--- config.mk ---
export PLATFORM = sky130hd
export DESIGN_NAME = pwm_input_freq_duty_meter_unit
export DESIGN_NICKNAME = d
export VERILOG_FILES = /design/src/rtl/pifdm_pkg.sv /design/src/rtl/pifdm_state_mem.sv /design/src/rtl/pifdm_divider.sv /design/src/rtl/pwm_input_freq_duty_meter_unit.sv
export VERILOG_INCLUDE_DIRS = /design/src /design/src/rtl
export SDC_FILE = /design/constraint.sdc
export NUM_CORES = 2
export LEC_CHECK = 0
export BUFFER_PORTS_ARGS = -buffer_cell sky130_fd_sc_hd__buf_2
export CORE_MARGIN = 2
export CORE_UTILIZATION = 37
export DETAILED_ROUTE_END_ITERATION = 10
export PLACE_DENSITY = 0.52
export SLEW_MARGIN = 20
export SYNTH_ARGS = -nofsm -noshare
export SYNTH_HDL_FRONTEND = slang
export SYNTH_SLANG_ARGS = --single-unit
--- constraint.sdc ---
create_clock -name clk_i -period 16.7 [get_ports clk_i]
set_clock_uncertainty 0.2 [all_clocks]
set_input_delay 3.34 -clock clk_i [delete_from_list [all_inputs] [get_ports clk_i]]
set_output_delay 3.34 -clock clk_i [all_outputs]
set_load 0.03 [all_outputs]
--- src/rtl/pwm_input_freq_duty_meter_unit_defines.svh ---
// ----------------------------------------------------------------------------
// pwm input meter assertion macros
// shared concurrent assertion forms, clocked on clk_i, off during reset
// ----------------------------------------------------------------------------
`ifndef PWM_INPUT_FREQ_DUTY_METER_UNIT_DEFINES_SVH
`define PWM_INPUT_FREQ_DUTY_METER_UNIT_DEFINES_SVH

// condition implies consequence in the same cycle
`define PIFDM_ASSERT_NOW(lbl, ante, cons, msg) \
  lbl: assert property (@(posedge clk_i) disable iff (!rst_ni) (ante) |-> (cons)) \
    else $error(msg);

// condition implies consequence in the next cycle
`define PIFDM_ASSERT_NEXT(lbl, ante, cons, msg) \
  lbl: assert property (@(posedge clk_i) disable iff (!rst_ni) (ante) |=> (cons)) \
    else $error(msg);

`endif

--- src/rtl/pifdm_pkg.sv ---
// ----------------------------------------------------------------------------
// pwm input meter package
// shared widths, register indexes, per-slot entry and divider request types
// ----------------------------------------------------------------------------
package pifdm_pkg;

  localparam int NUM_TIMERS         = 3;
  localparam int CHANNELS_PER_TIMER = 6;
  localparam int NUM_SLOTS          = NUM_TIMERS * CHANNELS_PER_TIMER;
  localparam int SLOT_W             = $clog2(NUM_SLOTS);

  localparam int TIMER_W  = 2;
  localparam int CHAN_W   = 3;
  localparam int COUNT_W  = 16;
  localparam int CLOCK_W  = 27;
  localparam int PRESC_W  = 8;
  localparam int MASK_W   = 18;
  localparam int FREQ_W   = 27;
  localparam int PERIOD_W = 20;
  localparam int DUTY_W   = 14;
  localparam int TICKS_W  = PRESC_W + COUNT_W;

  localparam int CFG_ADDR_W = 2;
  localparam int CFG_DATA_W = 27;

  localparam logic [CFG_ADDR_W-1:0] REG_CLOCK_HZ      = 2'd0;
  localparam logic [CFG_ADDR_W-1:0] REG_PRESCALE      = 2'd1;
  localparam logic [CFG_ADDR_W-1:0] REG_INVERTED_MASK = 2'd2;

  localparam logic [CLOCK_W-1:0] CLOCK_HZ_RESET = 27'd10000000;
  localparam logic [PRESC_W-1:0] PRESCALE_RESET = 8'h80;

  localparam logic           OP_CAPTURE = 1'b0;
  localparam logic           OP_TIMEOUT = 1'b1;

  localparam logic [DUTY_W-1:0]   FULL_DUTY  = 14'd10000;
  localparam logic [PERIOD_W-1:0] PERIOD_MAX = 20'hFFFFF;
  localparam int                  DUTY_SCALE = 1000;
  localparam int                  PERIOD_RND = 5;

  // divide by ten via reciprocal: floor(x * 0xCCCCCCCD / 2^35), exact below 2^32
  localparam int               RECIP_W     = 32;
  localparam logic [RECIP_W-1:0] RECIP_TEN = 32'hCCCCCCCD;
  localparam int               RECIP_SHIFT = 35;
  localparam int               RND_W       = TICKS_W + 1;
  localparam int               PROD_W      = RND_W + RECIP_W;

  localparam int DIVIDEND_W = TICKS_W + 10;
  localparam int DIVISOR_W  = TICKS_W;
  localparam int DIV_CNT_W  = $clog2(DIVIDEND_W);

  localparam int IN_DATA_W  = 24;
  localparam int OUT_DATA_W = 64;
  localparam int OUT_USER_W = 2;

  typedef struct packed {
    logic                gated;
    logic [PERIOD_W-1:0] period;
    logic [FREQ_W-1:0]   freq;
    logic [DUTY_W-1:0]   duty;
  } entry_t;

  typedef struct packed {
    logic                  start;
    logic [DIVIDEND_W-1:0] dividend;
    logic [DIVISOR_W-1:0]  divisor;
  } div_req_t;

endpackage

--- src/rtl/pifdm_state_mem.sv ---
// ----------------------------------------------------------------------------
// pwm input meter slot state memory
// one entry per channel slot, one write and one registered read per cycle
// ----------------------------------------------------------------------------
module pifdm_state_mem (
  input  logic                     clk_i,
  input  logic                     we_i,
  input  logic [pifdm_pkg::SLOT_W-1:0] waddr_i,
  input  pifdm_pkg::entry_t        wdata_i,
  input  logic                     re_i,
  input  logic [pifdm_pkg::SLOT_W-1:0] raddr_i,
  output pifdm_pkg::entry_t        rdata_o
);
  import pifdm_pkg::*;

  entry_t mem_q [NUM_SLOTS];
  entry_t rdata_q;

  always_ff @(posedge clk_i) begin
    if (we_i) begin
      mem_q[waddr_i] <= wdata_i;
    end
  end

  always_ff @(posedge clk_i) begin
    if (re_i) begin
      rdata_q <= mem_q[raddr_i];
    end
  end

  assign rdata_o = rdata_q;

endmodule

--- src/rtl/pifdm_divider.sv ---
// ----------------------------------------------------------------------------
// pwm input meter serial divider
// restoring unsigned divider, one quotient bit per cycle
// ----------------------------------------------------------------------------
module pifdm_divider (
  input  logic                             clk_i,
  input  logic                             rst_ni,
  input  pifdm_pkg::div_req_t              req_i,
  output logic                             done_o,
  output logic [pifdm_pkg::DIVIDEND_W-1:0] quotient_o
);
  import pifdm_pkg::*;

  logic                  busy_q;
  logic                  done_q;
  logic [DIV_CNT_W-1:0]  cnt_q;
  logic [DIVIDEND_W-1:0] quo_q, quo_d;
  logic [DIVISOR_W-1:0]  rem_q, rem_d;
  logic [DIVISOR_W-1:0]  dvs_q;
  logic [DIVISOR_W:0]    trial;

  always_comb begin
    trial = {rem_q, quo_q[DIVIDEND_W-1]};
    if (trial >= {1'b0, dvs_q}) begin
      rem_d = DIVISOR_W'(trial - {1'b0, dvs_q});
      quo_d = {quo_q[DIVIDEND_W-2:0], 1'b1};
    end else begin
      rem_d = trial[DIVISOR_W-1:0];
      quo_d = {quo_q[DIVIDEND_W-2:0], 1'b0};
    end
  end

  always_ff @(posedge clk_i or negedge rst_ni) begin
    if (!rst_ni) begin
      busy_q <= 1'b0;
      done_q <= 1'b0;
      cnt_q  <= '0;
    end else begin
      // pulse after the last quotient bit is shifted in
      done_q <= !req_i.start && busy_q && (cnt_q == DIV_CNT_W'(DIVIDEND_W - 1));
      if (req_i.start) begin
        busy_q <= 1'b1;
        cnt_q  <= '0;
      end else if (busy_q) begin
        cnt_q <= cnt_q + DIV_CNT_W'(1);
        if (cnt_q == DIV_CNT_W'(DIVIDEND_W - 1)) begin
          busy_q <= 1'b0;
        end
      end
    end
  end

  always_ff @(posedge clk_i) begin
    if (req_i.start) begin
      quo_q <= req_i.dividend;
      dvs_q <= req_i.divisor;
      rem_q <= '0;
    end else if (busy_q) begin
      quo_q <= quo_d;
      rem_q <= rem_d;
    end
  end

  assign done_o     = done_q;
  assign quotient_o = quo_q;

endmodule

--- src/rtl/pwm_input_freq_duty_meter_unit.sv ---
// ----------------------------------------------------------------------------
// pwm input frequency and duty meter
// Takes capture and timeout events for 18 channel slots (3 timers of 6
// channels). A capture in period phase stores frequency = clock_hz / ticks
// and period = (ticks + 5) / 10, ticks = prescale * count; a capture in
// gated phase stores duty in 0.01 % units, clamped and optionally inverted.
// Each event returns one result with the slot's values after the event.
// A capture that divides runs from one request to the next through the slot
// read, 34 serial divider steps, the divider done, the slot update with the
// output register load and the idle state that takes the next request;
// timeouts, zero divisors and events for absent slots skip the divider. A
// result still waiting in the output register stalls the load, and no new
// request is taken until the load. Slot state sits in a small memory; per-slot
// valid bits are cleared by reset, so the block is ready right after reset.
// ----------------------------------------------------------------------------
`include "pwm_input_freq_duty_meter_unit_defines.svh"

module pwm_input_freq_duty_meter_unit (
  input  logic                                 clk_i,
  input  logic                                 rst_ni,
  input  logic                                 cfg_we_i,
  input  logic [pifdm_pkg::CFG_ADDR_W-1:0]     cfg_addr_i,
  input  logic [pifdm_pkg::CFG_DATA_W-1:0]     cfg_wdata_i,
  input  logic                                 s_axis_tvalid,
  output logic                                 s_axis_tready,
  // timer_index, channel_index, capture_count, zero pad
  input  logic [pifdm_pkg::IN_DATA_W-1:0]      s_axis_tdata,
  // opcode
  input  logic                                 s_axis_tuser,
  output logic                                 m_axis_tvalid,
  input  logic                                 m_axis_tready,
  // frequency_hz, period_units, duty_hundredths, gated_mode, zero pad
  output logic [pifdm_pkg::OUT_DATA_W-1:0]     m_axis_tdata,
  // capture_stopped, divide_error
  output logic [pifdm_pkg::OUT_USER_W-1:0]     m_axis_tuser
);
  import pifdm_pkg::*;

  localparam logic [1:0] ST_IDLE   = 2'd0;
  localparam logic [1:0] ST_READ   = 2'd1;
  localparam logic [1:0] ST_DIV    = 2'd2;
  localparam logic [1:0] ST_RESULT = 2'd3;

  logic [1:0] state_q, state_d;

  logic [CLOCK_W-1:0] clock_hz_q;
  logic [PRESC_W-1:0] prescale_q;
  logic [MASK_W-1:0]  inv_mask_q;

  logic [TIMER_W-1:0] in_timer;
  logic [CHAN_W-1:0]  in_chan;
  logic [COUNT_W-1:0] in_count;
  logic               in_range;
  logic [SLOT_W-1:0]  in_slot;
  logic               accept;

  logic                op_q;
  logic                skip_q;
  logic [SLOT_W-1:0]   slot_q;
  logic [TICKS_W-1:0]  ticks_q;
  logic [PROD_W-1:0]   per_prod_q;
  entry_t              ent_q, ent_d;
  logic                stopped_q, stopped_d;
  logic                derr_q, derr_d;
  logic                wr_q, wr_d;
  logic [NUM_SLOTS-1:0] valid_q;

  entry_t              mem_rdata;
  entry_t              cur;
  logic                mem_we;
  div_req_t            div_req;
  logic                div_done;
  logic [DIVIDEND_W-1:0] div_quot;

  logic [PROD_W-RECIP_SHIFT-1:0] per_raw;
  logic [PERIOD_W-1:0]           per_sat;
  logic [DUTY_W-1:0]             duty_clamp;
  logic [DUTY_W-1:0]             duty_new;
  logic                          out_load;

  logic                  out_valid_q;
  logic [OUT_DATA_W-1:0] out_data_q;
  logic [OUT_USER_W-1:0] out_user_q;

  // config registers
  always_ff @(posedge clk_i or negedge rst_ni) begin
    if (!rst_ni) begin
      clock_hz_q <= CLOCK_HZ_RESET;
      prescale_q <= PRESCALE_RESET;
      inv_mask_q <= '0;
    end else if (cfg_we_i) begin
      case (cfg_addr_i)
        REG_CLOCK_HZ:      clock_hz_q <= cfg_wdata_i[CLOCK_W-1:0];
        REG_PRESCALE:      prescale_q <= cfg_wdata_i[PRESC_W-1:0];
        REG_INVERTED_MASK: inv_mask_q <= cfg_wdata_i[MASK_W-1:0];
        default: begin
        end
      endcase
    end
  end

  assign in_timer = s_axis_tdata[TIMER_W-1:0];
  assign in_chan  = s_axis_tdata[TIMER_W+CHAN_W-1:TIMER_W];
  assign in_count = s_axis_tdata[TIMER_W+CHAN_W+COUNT_W-1:TIMER_W+CHAN_W];
  assign in_range = (int'(in_timer) < NUM_TIMERS) && (int'(in_chan) < CHANNELS_PER_TIMER);
  assign in_slot  = in_range ?
                    SLOT_W'(SLOT_W'(in_timer) * SLOT_W'(CHANNELS_PER_TIMER) + SLOT_W'(in_chan)) :
                    '0;

  assign s_axis_tready = (state_q == ST_IDLE);
  assign accept        = s_axis_tvalid && s_axis_tready;

  pifdm_state_mem u_mem (
    .clk_i   (clk_i),
    .we_i    (mem_we),
    .waddr_i (slot_q),
    .wdata_i (ent_q),
    .re_i    (accept),
    .raddr_i (in_slot),
    .rdata_o (mem_rdata)
  );

  // never-written slots read as the reset value
  assign cur = valid_q[slot_q] ? mem_rdata : '0;

  always_comb begin
    div_req.start    = 1'b0;
    div_req.dividend = DIVIDEND_W'(clock_hz_q);
    div_req.divisor  = ticks_q;
    if (state_q == ST_READ && !skip_q && op_q == OP_CAPTURE) begin
      if (!cur.gated) begin
        div_req.start = (ticks_q != '0);
      end else begin
        div_req.start    = (cur.period != '0);
        div_req.dividend = DIVIDEND_W'(ticks_q) * DIVIDEND_W'(DUTY_SCALE);
        div_req.divisor  = DIVISOR_W'(cur.period);
      end
    end
  end

  pifdm_divider u_div (
    .clk_i      (clk_i),
    .rst_ni     (rst_ni),
    .req_i      (div_req),
    .done_o     (div_done),
    .quotient_o (div_quot)
  );

  assign per_raw    = per_prod_q[PROD_W-1:RECIP_SHIFT];
  assign per_sat    = (per_raw > (PROD_W-RECIP_SHIFT)'(PERIOD_MAX)) ?
                      PERIOD_MAX : per_raw[PERIOD_W-1:0];
  assign duty_clamp = (div_quot > DIVIDEND_W'(FULL_DUTY)) ? FULL_DUTY : div_quot[DUTY_W-1:0];
  assign duty_new   = inv_mask_q[slot_q] ? DUTY_W'(FULL_DUTY - duty_clamp) : duty_clamp;

  assign out_load = (state_q == ST_RESULT) && (!out_valid_q || m_axis_tready);
  assign mem_we   = out_load && wr_q;

  always_comb begin
    state_d   = state_q;
    ent_d     = ent_q;
    stopped_d = stopped_q;
    derr_d    = derr_q;
    wr_d      = wr_q;
    case (state_q)
      ST_IDLE: begin
        if (accept) begin
          state_d = ST_READ;
        end
      end
      ST_READ: begin
        stopped_d = 1'b0;
        derr_d    = 1'b0;
        wr_d      = 1'b0;
        ent_d     = cur;
        state_d   = ST_RESULT;
        if (skip_q) begin
          ent_d = '0;
        end else if (op_q == OP_TIMEOUT) begin
          ent_d     = '0;
          stopped_d = 1'b1;
          wr_d      = 1'b1;
        end else if (div_req.start) begin
          state_d = ST_DIV;
        end else begin
          derr_d = 1'b1;
        end
      end
      ST_DIV: begin
        if (div_done) begin
          wr_d    = 1'b1;
          state_d = ST_RESULT;
          if (!ent_q.gated) begin
            ent_d.freq   = div_quot[FREQ_W-1:0];
            ent_d.period = per_sat;
            ent_d.gated  = 1'b1;
          end else begin
            ent_d.duty  = duty_new;
            ent_d.gated = 1'b0;
          end
        end
      end
      ST_RESULT: begin
        if (out_load) begin
          state_d = ST_IDLE;
        end
      end
      default: begin
        state_d = ST_IDLE;
      end
    endcase
  end

  always_ff @(posedge clk_i or negedge rst_ni) begin
    if (!rst_ni) begin
      state_q <= ST_IDLE;
      valid_q <= '0;
    end else begin
      state_q <= state_d;
      if (mem_we) begin
        valid_q[slot_q] <= 1'b1;
      end
    end
  end

  always_ff @(posedge clk_i) begin
    if (accept) begin
      op_q    <= s_axis_tuser;
      skip_q  <= !in_range;
      slot_q  <= in_slot;
      ticks_q <= TICKS_W'(prescale_q) * TICKS_W'(in_count);
    end
    if (state_q == ST_READ) begin
      per_prod_q <= PROD_W'(RND_W'(ticks_q) + RND_W'(PERIOD_RND)) * PROD_W'(RECIP_TEN);
    end
    ent_q     <= ent_d;
    stopped_q <= stopped_d;
    derr_q    <= derr_d;
    wr_q      <= wr_d;
  end

  // output register
  always_ff @(posedge clk_i or negedge rst_ni) begin
    if (!rst_ni) begin
      out_valid_q <= 1'b0;
    end else if (out_load) begin
      out_valid_q <= 1'b1;
    end else if (m_axis_tready) begin
      out_valid_q <= 1'b0;
    end
  end

  always_ff @(posedge clk_i) begin
    if (out_load) begin
      out_data_q <= OUT_DATA_W'({ent_q.gated, ent_q.duty, ent_q.period, ent_q.freq});
      out_user_q <= {derr_q, stopped_q};
    end
  end

  assign m_axis_tvalid = out_valid_q;
  assign m_axis_tdata  = out_data_q;
  assign m_axis_tuser  = out_user_q;

  `PIFDM_ASSERT_NEXT(a_accept_reads, accept, state_q == ST_READ, "accepted request did not read")
  `PIFDM_ASSERT_NOW(a_div_done_state, div_done, state_q == ST_DIV, "divider done outside divide")
  `PIFDM_ASSERT_NOW(a_duty_range, m_axis_tvalid, m_axis_tdata[60:47] <= FULL_DUTY,
                    "duty above full scale")
  `PIFDM_ASSERT_NOW(a_write_in_result, mem_we, state_q == ST_RESULT && !stopped_q || wr_q,
                    "state write outside result")

endmodule

; ---- Yosys cells after proc, flatten, opt, wreduce, memory -nomap -nowiden
; Memories as Yosys holds them, arrays and structs flattened. A register that Yosys moved wholly into a read port is not among the register bits.
; Cells that the tools add are included.
[op_classes]
addsub = 5
mul = 4
n_lt_le_gt_ge = 7
eq_ne = 11
mux = 46
bitwise_logic = 2
reduce_logical = 29
[ops]
columns = cell, n
row1 = two-way mux 62 bit, 4
row2 = one-hot mux 62 bit (2 select lines), 1
row3 = two-way mux 34 bit, 2
row4 = two-way mux 59 bit, 1
row5 = two-way mux 58 bit, 1
row6 = "multiplier 25 x 32 -> 57 bit, second input constant", 1
row7 = two-way mux 47 bit, 1
row8 = two-way mux 14 bit, 3
row9 = "greater-than comparator 34 x 14 -> 1 bit, second input constant", 1
row10 = "multiplier 24 x 7 -> 31 bit, second input constant", 1
row11 = "adder 24 x 3 -> 25 bit, second input constant", 1
row12 = greater-or-equal comparator 25 x 24 -> 1 bit, 1
row13 = multiplier 8 x 16 -> 24 bit, 1
row14 = two-way mux 24 bit, 1
row15 = nonzero test 24 bit, 1
row16 = subtractor 24 bit, 1
row17 = "greater-than comparator 22 x 20 -> 1 bit, second input constant", 1
row18 = two-way mux 1 bit, 20
row19 = two-way mux 20 bit, 1
row20 = nonzero test 20 bit, 1
row21 = OR 18 bit, 1
row22 = "subtractor 14 bit, first input constant", 1
row23 = two-way mux 6 bit, 2
row24 = binary-select mux 1 bit (select 5 bit), 2
row25 = other kinds (26), 53
[word_totals]
reg_bits = 381
mem_bits_rw = 1116
out_inout_bits = 68
word_cells = 131
memories = 1
[mem_list]
columns = memory, depth, word_bits, rd, rd_clocked_by_memory_dff, wr, line
row1 = u_mem.mem_q, 18, 62, 1, 1, 1, pifdm_state_mem.sv:16  ; entry_t mem_q [NUM_SLOTS];

; ---- Depth between registers and ports, before layout
[logic_depth]
word_depth = 10
mapped_depth = 35

; ---- By module
; From an unflattened synthesis, not the netlist that was laid out.
[hier_totals]
cells_unflattened = 5018
area_unflattened_um2 = 77380.5
[modules_own_cells]
columns = mod, n_inst, cells_per_inst, area_per_inst_um2, seq_area_each_um2
row1 = pifdm_state_mem, 1, 2010, 44931.8, 35373.9
row2 = pwm_input_freq_duty_meter_unit, 1, 2561, 27555.2, 7328.3
row3 = pifdm_divider, 1, 447, 4893.4, 2422.3

; ---- Worst setup path before layout
; OpenSTA, ideal clock, no wires.
[synth_path]
kind = input port to flip-flop
startpoint = input port m_axis_tready
endpoint = memory u_mem.mem_q[12][0] (netlist name) (enable)
setup_time_ps = 483
t_arrival_ps = 8295
required_time_ps = 16017
path_slack_ps = 7722
stages = 5
path_buffers = 0
path_cell_list = nand2b_1 -> and2_1 -> nand2_1 -> or3_1 -> nor2_1
[synth_between]
elab_chain_cells = 5
[synth_lines]
columns = item, line
row1 = from (decl), pwm_input_freq_duty_meter_unit.sv:31  ; input logic m_axis_tready,
row2 = logical OR 1 bit, pwm_input_freq_duty_meter_unit.sv:155  ; assign out_load = (state_q == ST_RESULT) && (!out_valid_q || m_axis_tready);
row3 = logical AND 1 bit, pwm_input_freq_duty_meter_unit.sv:155
row4 = via out_load, pwm_input_freq_duty_meter_unit.sv:79  ; logic out_load;
row5 = logical AND 1 bit, pwm_input_freq_duty_meter_unit.sv:156  ; assign mem_we = out_load && wr_q;
row6 = two-way mux 1 bit, pifdm_state_mem.sv:20  ; if (we_i) begin
row7 = two-way mux 1 bit (implied by the code), pifdm_state_mem.sv:21  ; mem_q[waddr_i] <= wdata_i;
row8 = to (decl), pifdm_state_mem.sv:16
; The timed path passes the listed nets, and every way through them passes these cells.

; ---- Worst setup path in the final report
[layout_path]
startpoint = register ticks_q[2]
endpoint = register per_prod_q[45], data pin
[layout_between]
elab_chain_cells = 2
[layout_lines]
columns = item, line
row1 = from (decl), pwm_input_freq_duty_meter_unit.sv:60  ; logic [TICKS_W-1:0] ticks_q;
row2 = from (signal assigned), pwm_input_freq_duty_meter_unit.sv:230  ; ticks_q <= TICKS_W'(prescale_q) * TICKS_W'(in_count);
row3 = adder 24 x 3 -> 25 bit, pwm_input_freq_duty_meter_unit.sv:233  ; per_prod_q <= PROD_W'(RND_W'(ticks_q) + RND_W'(PERIOD_RND)) * PROD_W'(RECIP_TEN);
row4 = multiplier 25 x 32 -> 57 bit, pwm_input_freq_duty_meter_unit.sv:233
row5 = to (signal assigned), pwm_input_freq_duty_meter_unit.sv:233
row6 = to (decl), pwm_input_freq_duty_meter_unit.sv:61  ; logic [PROD_W-1:0] per_prod_q;
; Every way passes these cells.
; A chain may end at the register's enable or synchronous reset.

==> results_dict.tcl <==
set metrics [dict create \
    synthArstFlopShare_pct 5.381 \
    numCtsBuffers 166 \
    yosys.area_share.simple_pct 5.448 \
    cts_max_level 4 \
    synth_top_family_by_area "adder cells" \
    multiInputGateArea_um2 30150 \
    top_layer_used "met5" \
    drc 0 \
    fin_crit_ns 9.501 \
    grt_max_degree 139 \
    row_count 168 \
    start_util_pct 37.21 \
    cpMostUsedCell "fa_1" \
    ff_latch_area_um2 45120 \
    vias 46940 \
    slew_viol_final 0 \
    avgRoutedWirePerCell_um 24.55 \
    clk-insertion-delay-late_ns 0.82 \
    drtIter0Drc 3834 \
    synth_flop_cell "edfxtp_1" \
    dr_wl_met3_um 12880 \
    max_freq_mhz 105.3 \
    synthMuxAreaShare_pct 6.674 \
    crit_required_ns 17.05 \
    r2r-end "per_prod_q[45]" \
    clock_path_buffers 3 \
    io_pins 127 \
    endpoint "per_prod_q[45]" \
    ant_nets 0 \
    cap_viol_max_count 0 \
    grt_pass1_wl_um 316900 \
    crit_fanout 11 \
    wl_met1_um 95210 \
    detail_route.first_pass.iterations 5 \
    fin_crit_sh_pct 56.89 \
    cts_root_buf "clkbuf_16" \
    synth_edf_count 1418 \
    clock_sinks 1524 \
    synth_xor_xnor_area_share_pct 1.383 \
    vias_per_cell 5.338 \
    run_status "completed" \
    synth_cell_types 92 \
    ctsResizeCount 0 \
    whs_ns 0.2595 \
    core-area_um2 209600 \
    maxSlewHeadroom_pct 24.18 \
    postCtsSetupRepairBufs 0 \
    setup_tns_ns 0 \
    critical_path_arrival_ns 9.85 \
    die_h_um 463.1 \
    final_common_cell "edfxtp_1" \
    gr-total-overflow 0 \
    clk_pin_slew_worst_paths_ns 0.06 \
    drive_gt1_share_pct 13.40 \
    synth_area_um2 77970 \
    max_stage_delay_ns 0.65 \
    synth_compound_area_share_pct 9.610 \
    crit_path_end_kind "register" \
    ys_seq_area_share_pct 57.87 \
    hold_buffers 0 \
    grtUsageTotal_pct 19.83 \
    min_path_type "reg2reg" \
    wl_um 215900 \
    critPathKind "reg2reg" \
    dpl.cell_count 8494 \
    syn-instance-count 5758 \
    dp_hpwl_um 130400 \
    grt_pass1_vias 47070 \
    ys_ff_latch 1524 \
    setup-violations-final 0 \
    final_cell_mix "edfxtp_1 (1,418), inv_1 (471), a21oi_1 (441), o21ai_0 (393), ha_1 (377)" \
    cts_tree "done" \
    rr_startpoint "ticks_q[2]" \
    crit_start "ticks_q[2]" \
    fillers 19460 \
    avgSynthCellArea_um2 13.54 \
    antenna_found_initial 12 \
    die_area_um2 214400 \
    layout.cells.non_filler 8793 \
    worst-slew-pin-transition_ns 1.137 \
    gp_routability_congestion 0.8608 \
    synth-adder-area-share_pct 15.24 \
    rrSetupSlack_ns 7.20 \
    reg2regPathDepth 31 \
    nets 6652 \
    slowest_stage "fa_1" \
    cp-start-kind "register" \
    hold_viol 0 \
    met2_wirelength_um 101200 \
    rsz0062_at_grt "no" \
    synth_warnings 0 \
    portBuffers 121 \
    die_x_um 463.1 \
    areaGrowthSynthToFinish_pct 11.91 \
]
-- worst min-delay path by stage --
stage,to,cells past startpoint,slack (ns),startpoint
after floorplan,m_axis_tuser[0],0,0.20,stopped_q
after global placement,u_div.rem_q[23],2,0.24,u_div.rem_q[23]
after detailed placement,u_div.rem_q[23],2,0.25,u_div.rem_q[23]
after CTS,u_div.rem_q[23],2,0.26,u_div.rem_q[23]
after global routing,u_div.rem_q[23],2,0.27,u_div.rem_q[23]
final,u_div.rem_q[23],2,0.26,u_div.rem_q[23]
-- worst max-delay path: cells and delay by family (launching register included) --
family | cells | cell delay (ns)
adders and majority gates | 9 | 3.97
AOI/OAI and AO/OA | 9 | 2.25
and+or+nand+nor | 6 | 1.14
xor gates and xnor gates | 2 | 0.40
buffers and inverters | 5 | 0.67
DFF | 1 | 0.63
-- through the flow --
| step | setup slack, ns | utilization (%) | cell area, µm² |
|---|---|---|---|
| after detailed placement | 7.185 | 39.07 | 81890 |
| after CTS | 7.164 | 41.64 | 87260 |
| after global placement | 7.167 | 39.07 | 81890 |
| final | 7.199 | 41.64 | 87260 |
| after floorplan | 7.722 | - | 77980 |
| after global routing | 6.697 | 41.64 | 87260 |
-- final cells by class --
class | instances | area share [%]
flip-flops and latches | 1524 | 51.71
multi-input cells | 3482 | 34.54
clock buffers | 214 | 5.073
well taps | 2805 | 4.022
inverters | 474 | 2.053
repair buffers | 209 | 1.513
clock inverters | 84 | 1.081
diodes | 1 | 0.002868
-- flip-flops by register name, indices dropped and copies added, names as in the netlist, 2 cells and up --
name,cells
clock_hz_q,27
u_mem.rdata_o,62
m_axis_tuser,2
m_axis_tdata,62
inv_mask_q,18
u_div.quotient_o,34
ticks_q,24
ent_q,62
per_prod_q,22
u_div.rem_q,24
prescale_q,8
valid_q,18
u_div.dvs_q,24
slot_q,5
u_mem.mem_q,1116
state_q,2
u_div.cnt_q,6
-- kinds of logic after synthesis --
family                     Yosys count
DFF                               1524
AOI/OAI and AO/OA                 1252
and+or+nand+nor                    894
buffers and inverters              753
adders and majority gates          736
muxes                              477
xor gates and xnor gates           121
other                                1
-- synth_stat cells, types with 70 or more instances --
library cell,count,area share (%)
a21oi_1,443,2.8
and2_1,70,0.56
and3_1,78,0.63
clkbuf_1,216,1.0
dfrtp_1,73,2.3
edfxtp_1,1418,55
fa_1,356,9.1
ha_1,380,6.1
inv_1,471,2.3
mux2_2,260,3.8
mux2i_1,208,2.7
nand2_1,368,1.8
nand3_1,101,0.65
nor2_1,131,0.63
o21ai_0,393,2.5
xnor2_1,77,0.86
-- layer usage --
metal | vias to the layer above | global-route usage, %
met4 | 8 | 6.358
met1 | 23930 | 27.54
li1 | 21290 | -
met5 | - | 0
met3 | 313 | 3.153
met2 | 1390 | 31.77
Power is left out: the tool's default activity adds up to more than one toggle a clock period on the data nets, which glitch-free logic cannot reach.
